`config.mk`:
```
export PLATFORM = sky130hd
export DESIGN_NAME = sorted_push_stack_top
export DESIGN_NICKNAME = d
export VERILOG_FILES = /design/src/rtl/ssp_pkg.sv /design/src/rtl/ssp_cell.sv /design/src/rtl/sorted_push_stack_top.sv
export SDC_FILE = /design/constraint.sdc
export NUM_CORES = 2
export LEC_CHECK = 0
export ABC_AREA = 1
export BUFFER_PORTS_ARGS = -buffer_cell sky130_fd_sc_hd__buf_2
export CAP_MARGIN = 20
export CORE_UTILIZATION = 63
export CTS_CLUSTER_SIZE = 16
export DETAILED_ROUTE_END_ITERATION = 10
export GPL_TIMING_DRIVEN = 0
export PLACE_DENSITY = 0.88
export SETUP_SLACK_MARGIN = 0.4
export SYNTH_ARGS = -nofsm -noshare
export SYNTH_HDL_FRONTEND = slang
export SYNTH_SLANG_ARGS = --single-unit
```
`constraint.sdc`:
```
create_clock -name clk -period 4.9 [get_ports clk]
set_input_delay 0.735 -clock clk [delete_from_list [all_inputs] [get_ports clk]]
set_output_delay 0.735 -clock clk [all_outputs]
set_load 0.1 [all_outputs]
```
`src/rtl/ssp_pkg.sv`:
```
// Shared types and constants for the sorted push stack.
// Used by ssp_cell, sorted_push_stack_top and ssp_checker; no dependencies.
`default_nettype none

package ssp_pkg;

    localparam int WORD_W      = 32;
    localparam int OP_W        = 2;
    localparam int STATUS_W    = 2;
    localparam int COUNT_OUT_W = 5;
    localparam int DEPTH_DEF   = 16;

    // stream layout
    localparam int S_TDATA_W = 32;
    localparam int S_TUSER_W = 2;
    localparam int M_TDATA_W = 40;
    localparam int M_TUSER_W = 2;

    typedef logic signed [WORD_W-1:0] word_t;

    typedef enum logic [OP_W-1:0] {
        OP_PUSH      = 2'd0,
        OP_POP       = 2'd1,
        OP_REVERSE   = 2'd2,
        OP_SORT_PUSH = 2'd3
    } op_t;

    typedef enum logic [STATUS_W-1:0] {
        STAT_DONE  = 2'd0,
        STAT_EMPTY = 2'd1,
        STAT_FULL  = 2'd2
    } status_t;

    typedef enum logic [2:0] {
        CELL_HOLD,
        CELL_PUSH,
        CELL_POP,
        CELL_SORT,
        CELL_REV
    } cell_cmd_t;

    // command broadcast to every cell of the row
    typedef struct packed {
        cell_cmd_t cmd;
        logic      phase;
    } cell_ctrl_t;

    typedef enum logic {
        FSM_IDLE,
        FSM_PASS
    } fsm_t;

endpackage

`default_nettype wire

```
`src/rtl/ssp_cell.sv`:
```
// One stack entry of the cell row: shifts for push/pop, compare-exchange
// or plain exchange with a neighbor during transposition passes. Uses ssp_pkg.
`default_nettype none

module ssp_cell #(
    parameter int CW  = 5,
    parameter int IDX = 0
) (
    input  wire logic               clk,
    input  wire ssp_pkg::cell_ctrl_t ctrl,
    input  wire logic [CW-1:0]      cnt,
    input  wire ssp_pkg::word_t     prv_data,
    input  wire ssp_pkg::word_t     nxt_data,
    output      ssp_pkg::word_t     data
);
    import ssp_pkg::*;

    localparam logic [CW-1:0] IDX_C = CW'(IDX);
    localparam logic [CW-1:0] NXT_C = CW'(IDX + 1);
    localparam bit            HAS_PRV_POS = (IDX > 0);

    word_t data_reg;
    word_t data_next;
    logic  has_nxt;
    logic  has_prv;
    logic  left_role;

    // cell 0 is the top of the stack
    assign has_nxt   = (NXT_C < cnt);
    assign has_prv   = HAS_PRV_POS && (IDX_C < cnt);
    assign left_role = (IDX_C[0] == ctrl.phase);

    always_comb
    begin
        data_next = data_reg;
        case (ctrl.cmd)
            CELL_PUSH: data_next = prv_data;
            CELL_POP:  data_next = nxt_data;
            CELL_SORT:
            begin
                // top side of a pair keeps the larger word
                if (left_role && has_nxt)
                begin
                    if (data_reg < nxt_data)
                        data_next = nxt_data;
                end
                else if (!left_role && has_prv)
                begin
                    if (prv_data < data_reg)
                        data_next = prv_data;
                end
            end
            CELL_REV:
            begin
                if (left_role && has_nxt)
                    data_next = nxt_data;
                else if (!left_role && has_prv)
                    data_next = prv_data;
            end
            default: data_next = data_reg;
        endcase
    end

    always_ff @(posedge clk)
    begin
        data_reg <= data_next;
    end

    assign data = data_reg;

endmodule

`default_nettype wire

```
`src/rtl/sorted_push_stack_top.sv`:
```
// Sorted push stack: request decode, pass sequencer and output register
// around a row of ssp_cell entries. Uses ssp_pkg and ssp_cell.
//
// Usage:
//   Requests enter on s_* (s_tuser = operation, s_tdata = value). Each request
//   gives exactly one result on m_* (m_tdata = popped value and entry count,
//   m_tuser = status), registered at acceptance.
//   Push and pop run no passes. Reverse and sorted push then run odd-even
//   transposition passes over the cell row, one pass per cycle, one pass for
//   each entry after the operation if the stack then holds more than one entry.
//   The result is registered at acceptance, so it can be taken while the
//   passes run; the next request is taken once the passes have finished.
//   If the receiver stalls, the result holds in the output register and
//   s_tready stays low until it is taken.
//   Reset empties the stack and clears the output valid flag; entry words and
//   result fields are not cleared and no clearing pass is needed.
`default_nettype none

module sorted_push_stack_top #(
    parameter int DEPTH = ssp_pkg::DEPTH_DEF
) (
    input  wire logic                          clk,
    input  wire logic                          rst_n,
    input  wire logic                          s_tvalid,
    output      logic                          s_tready,
    input  wire logic [ssp_pkg::S_TDATA_W-1:0] s_tdata,  // [31:0] value
    input  wire logic [ssp_pkg::S_TUSER_W-1:0] s_tuser,  // [1:0] operation
    output      logic                          m_tvalid,
    input  wire logic                          m_tready,
    output      logic [ssp_pkg::M_TDATA_W-1:0] m_tdata,  // [31:0] popped_value,
                                                         // [36:32] entry_count
    output      logic [ssp_pkg::M_TUSER_W-1:0] m_tuser   // [1:0] status
);
    import ssp_pkg::*;

    localparam int CW = $clog2(DEPTH + 1);
    localparam logic [CW-1:0] DEPTH_C = CW'(DEPTH);
    localparam logic [CW-1:0] ONE_C   = CW'(1);

    fsm_t             state_reg, state_next;
    logic [CW-1:0]    count_reg, count_next;
    logic [CW-1:0]    pass_cnt_reg, pass_cnt_next;
    logic             sort_mode_reg, sort_mode_next;
    logic             m_tvalid_reg;
    word_t            popped_reg;
    status_t          status_reg;
    logic [COUNT_OUT_W-1:0] entry_count_reg;

    logic             acc;
    op_t              op;
    word_t            value;
    cell_cmd_t        item_cmd;
    status_t          item_status;
    word_t            item_popped;
    logic             start_pass;
    logic             item_sort;
    logic             last_pass;
    logic [CW+COUNT_OUT_W-1:0] cnt_ext;
    cell_ctrl_t       ctrl;

    word_t            cell_data [DEPTH];

    assign op    = op_t'(s_tuser[OP_W-1:0]);
    assign value = word_t'(s_tdata[WORD_W-1:0]);

    assign s_tready = (state_reg == FSM_IDLE) && (!m_tvalid_reg || m_tready);
    assign acc      = s_tvalid && s_tready;

    // request decode
    always_comb
    begin
        item_cmd    = CELL_HOLD;
        item_status = STAT_DONE;
        item_popped = '0;
        count_next  = count_reg;
        start_pass  = 1'b0;
        item_sort   = 1'b0;
        unique case (op)
            OP_PUSH, OP_SORT_PUSH:
            begin
                if (count_reg == DEPTH_C)
                    item_status = STAT_FULL;
                else
                begin
                    item_cmd   = CELL_PUSH;
                    count_next = count_reg + ONE_C;
                    item_sort  = 1'b1;
                    start_pass = (op == OP_SORT_PUSH) && (count_reg != '0);
                end
            end
            OP_POP:
            begin
                if (count_reg == '0)
                    item_status = STAT_EMPTY;
                else
                begin
                    item_cmd    = CELL_POP;
                    item_popped = cell_data[0];
                    count_next  = count_reg - ONE_C;
                end
            end
            OP_REVERSE:
            begin
                start_pass = (count_reg > ONE_C);
            end
            default: ;
        endcase
    end

    assign last_pass = (pass_cnt_reg == count_reg - ONE_C);

    // next state
    always_comb
    begin
        state_next = state_reg;
        unique case (state_reg)
            FSM_IDLE: if (acc && start_pass) state_next = FSM_PASS;
            FSM_PASS: if (last_pass) state_next = FSM_IDLE;
            default:  state_next = FSM_IDLE;
        endcase
    end

    // outputs of the sequencer
    always_comb
    begin
        ctrl           = '{cmd: CELL_HOLD, phase: 1'b0};
        pass_cnt_next  = pass_cnt_reg;
        sort_mode_next = sort_mode_reg;
        unique case (state_reg)
            FSM_IDLE:
            begin
                if (acc)
                begin
                    ctrl.cmd       = item_cmd;
                    pass_cnt_next  = '0;
                    sort_mode_next = item_sort;
                end
            end
            FSM_PASS:
            begin
                ctrl.cmd      = sort_mode_reg ? CELL_SORT : CELL_REV;
                ctrl.phase    = pass_cnt_reg[0];
                pass_cnt_next = pass_cnt_reg + ONE_C;
            end
            default: ;
        endcase
    end

    always_ff @(posedge clk or negedge rst_n)
    begin
        if (!rst_n)
        begin
            state_reg     <= FSM_IDLE;
            count_reg     <= '0;
            pass_cnt_reg  <= '0;
            sort_mode_reg <= 1'b0;
            m_tvalid_reg  <= 1'b0;
        end
        else
        begin
            state_reg     <= state_next;
            pass_cnt_reg  <= pass_cnt_next;
            sort_mode_reg <= sort_mode_next;
            if (acc)
            begin
                count_reg    <= count_next;
                m_tvalid_reg <= 1'b1;
            end
            else if (m_tready)
                m_tvalid_reg <= 1'b0;
        end
    end

    assign cnt_ext = {{COUNT_OUT_W{1'b0}}, count_next};

    always_ff @(posedge clk)
    begin
        if (acc)
        begin
            popped_reg      <= item_popped;
            status_reg      <= item_status;
            entry_count_reg <= cnt_ext[COUNT_OUT_W-1:0];
        end
    end

    // cell row, cell 0 holds the top entry
    for (genvar i = 0; i < DEPTH; i++)
    begin : g_cell
        word_t prv;
        word_t nxt;
        if (i == 0)
        begin : g_first
            assign prv = value;
        end
        else
        begin : g_mid_prv
            assign prv = cell_data[i-1];
        end
        if (i == DEPTH - 1)
        begin : g_last
            assign nxt = cell_data[i];
        end
        else
        begin : g_mid_nxt
            assign nxt = cell_data[i+1];
        end
        ssp_cell #(
            .CW  (CW),
            .IDX (i)
        ) u_cell (
            .clk      (clk),
            .ctrl     (ctrl),
            .cnt      (count_reg),
            .prv_data (prv),
            .nxt_data (nxt),
            .data     (cell_data[i])
        );
    end

    assign m_tvalid = m_tvalid_reg;
    assign m_tdata  = {{(M_TDATA_W - WORD_W - COUNT_OUT_W){1'b0}}, entry_count_reg,
                       popped_reg};
    assign m_tuser  = status_reg;

endmodule

`default_nettype wire

```
==> qor.csv <==
metric,value,unit
status,"complete, no violations",
Worst Reg-to-Reg Cells,20,
Port Buffer Count,78,
top cell type's share of synthesized area,0.455,
Initial Util,0.642,
largest net degree at the start of global routing,33,
number of cell rows,87,
vias post-DR,28553,
Global Route Usage Sum,0.294,
Antenna Nets Post-Route,0,
fmax,255,MHz
Crit Path Class,flop to flop,
CP max FO,21,
max cap viols,0,
RSZ-0062 raised after global routing,false,
DRC violations left,0,
Max Slew Vio Count,0,
DP HPWL,66.6,mm
Via density,5.79,
initial antenna violation count,0,
Hold Slack,0.369,ns
Die Ht,242,um
Critical Path End Type,flop,
H-tree depth,2,
Synth area leader,edfxtp_1,
Critical Path Start Type,flop,
Cells after Synth,3977,
pre-CTS WS,1.00,ns
Mapped Area,36400,um2
Yosys cell types,50,
fraction of registers with async set/reset,0.0230,
Inserted Diodes,0,
routability congestion estimate,0.927,
final setup TNS,0,ns
GRT overflow,0,
sequential fraction of the synthesis area,0.464,
max reg flops,512,
WL/cell,17.7,um
final worst slack,0.979,ns
Layout Nets,4640,
YS warnings,0,
Num CTS Buffers,59,
fillers,3870,
core area,56700,um2
Clock Path Buffers,3,
hold depth,3,
Post-synth EDFFs,551,
IO Pins,82,
Initial DRC Count,2684,
clk_lat worst skew,0.65,ns
largest cells by area after synthesis,"edfxtp_1 45%, ha_1 16%, nand2_1 9.2%",
CTS Hold Bufs,1,
Final min period,3.92,ns
Critical Path RT,5.27,ns
Sink Count,564,
Worst Tran Pin Value,0.988,ns
WP data arrival,4.30,ns
"Hold Vio Cnt, Final",0,
die area,58700,um2
vias in the first global route,28549,
postcts setup bufs,0,
clock-pin transition on the worst setup and hold timing paths,0.07,ns
Hold Path Class,primary input to flop,
Root Driver,clkbuf_16,
first-pass GRT wire length,139,mm
routed wire length,87.3,mm
share of layout cells above drive strength 1,0.0893,
Die Span X,242,um
CTS tree,yes,
Layout Skew,0.0292,ns
DR pass1 iterations,10,
fin crit share,0.800,
ys flop type,edfxtp_1,
area delta synth->final,9.96,%
Syn Area/Cell,9.15,um2
Rel. slew slack,0.335,
Synth Register Bits,564,
# setup viols final,0,
post_cts resized,0,
## kinds of logic after synthesis
logic type | count (synthesis) | share of synthesized area
AOI/OAI and AO/OA | 898 | 0.135
xor gates and xnor gates | 5 | 0.00120
adders and majority gates | 474 | 0.163
buffers and inverters | 762 | 0.0903
DFF | 564 | 0.464
muxes | 2 | 0.000619
other | 1 | 0.000103
and+or+nand+nor | 1271 | 0.146
## worst paths after layout
check	startpoint	to	slack [ns]
max	count_reg[0]$_DFFE_PN0P_	g_cell[13].u_cell.data[4]$_DFFE_PP_	0.98
min	s_tdata[19]	g_cell[0].u_cell.data[19]$_DFFE_PP_	0.37
max reg2reg	count_reg[0]$_DFFE_PN0P_	g_cell[13].u_cell.data[4]$_DFFE_PP_	0.98
min reg2reg	pass_cnt_reg[4]$_DFFE_PN0P_	pass_cnt_reg[4]$_DFFE_PN0P_	0.52
max in group asynchronous	rst_n	count_reg[4]$_DFFE_PN0P_	4.12
min in group asynchronous	rst_n	pass_cnt_reg[0]$_DFFE_PN0P_	0.53
## critical path, stage by stage, from the launching register on
cell and delay [ns]:
dfrtp_1 0.40, buf_2 0.20, inv_1 0.19, ha_1 0.19
nand2_2 0.07, nor2_4 0.13, nand2_4 0.07, nand2_4 0.20
inv_4 0.09, nand2_8 0.09, inv_2 0.04, nor2_2 0.24
inv_2 0.12, nor2_1 0.35, inv_2 0.19, buf_2 0.26
o31ai_1 0.13, inv_1 0.08, nand2_1 0.09, inv_1 0.23
buf_16 0.26
## through the flow
step	area, um2	instances	util
detailed placement	37900	4818	0.668
global route	40000	4932	0.705
finish	40000	4932	0.705
CTS	39900	4928	0.704
floorplan	36400	3979	-
global placement	37700	4813	0.665
## area by class of cell
class	count	area (um2)	share of cell area
Clock inverter	30	385	0.00963
Timing Repair Buffer	88	596	0.0149
Inverter	649	2440	0.0610
Tap cell	756	946	0.0236
Clock buffer	79	1600	0.0401
Buffer	113	846	0.0211
Sequential cell	564	16900	0.422
Multi-Input combinational cell	2653	16300	0.408
## Yosys cell counts, drive strengths merged (4+ instances only)
| master | n |
|---|---|
| nor2 | 168 |
| inv | 649 |
| edfxtp | 551 |
| o21ai | 567 |
| nand2 | 925 |
| o31ai | 5 |
| nand3 | 93 |
| o211ai | 15 |
| nor4 | 13 |
| dfrtp | 13 |
| nand3b | 8 |
| a21oi | 247 |
| nand4 | 36 |
| o221ai | 24 |
| clkbuf | 16 |
| nor3 | 16 |
| buf | 97 |
| a31oi | 4 |
| o21a | 22 |
| ha | 474 |
| and3 | 4 |
| or2 | 4 |
## routing by layer
metal	wire length, um	vias to the layer above	part of all wire	track usage
met5	0	-	0	0
met4	4920	0	0.056	0.171
met3	6300	286	0.072	0.0412
met2	41900	1231	0.48	0.506
met1	34200	13182	0.39	0.351
li1	-	13854	-	-
## layout by cell type, fill, tap and decap left out, types with 16 or more instances in the layout
cell type  Yosys  routed
clkbuf_16      0      60
ha_1         474     474
o21ai_2       31      31
o21a_1        22      22
o221ai_1      24      24
edfxtp_1     551     551
inv_1        638     638
o21ai_0      271     271
buf_6         35      35
nand2_2       20      20
nand4_1       36      36
o21ai_1      261     261
clkbuf_1      16      31
buf_4         24      24
a21oi_1      245     244
nor2_1       163     153
nor3_1        16      16
nand2_1      895     895
buf_2         36     114
nand3_1       93      93
Power is not shown: default switching activity piles up to over one toggle a cycle in this logic, so the estimate is an artifact.
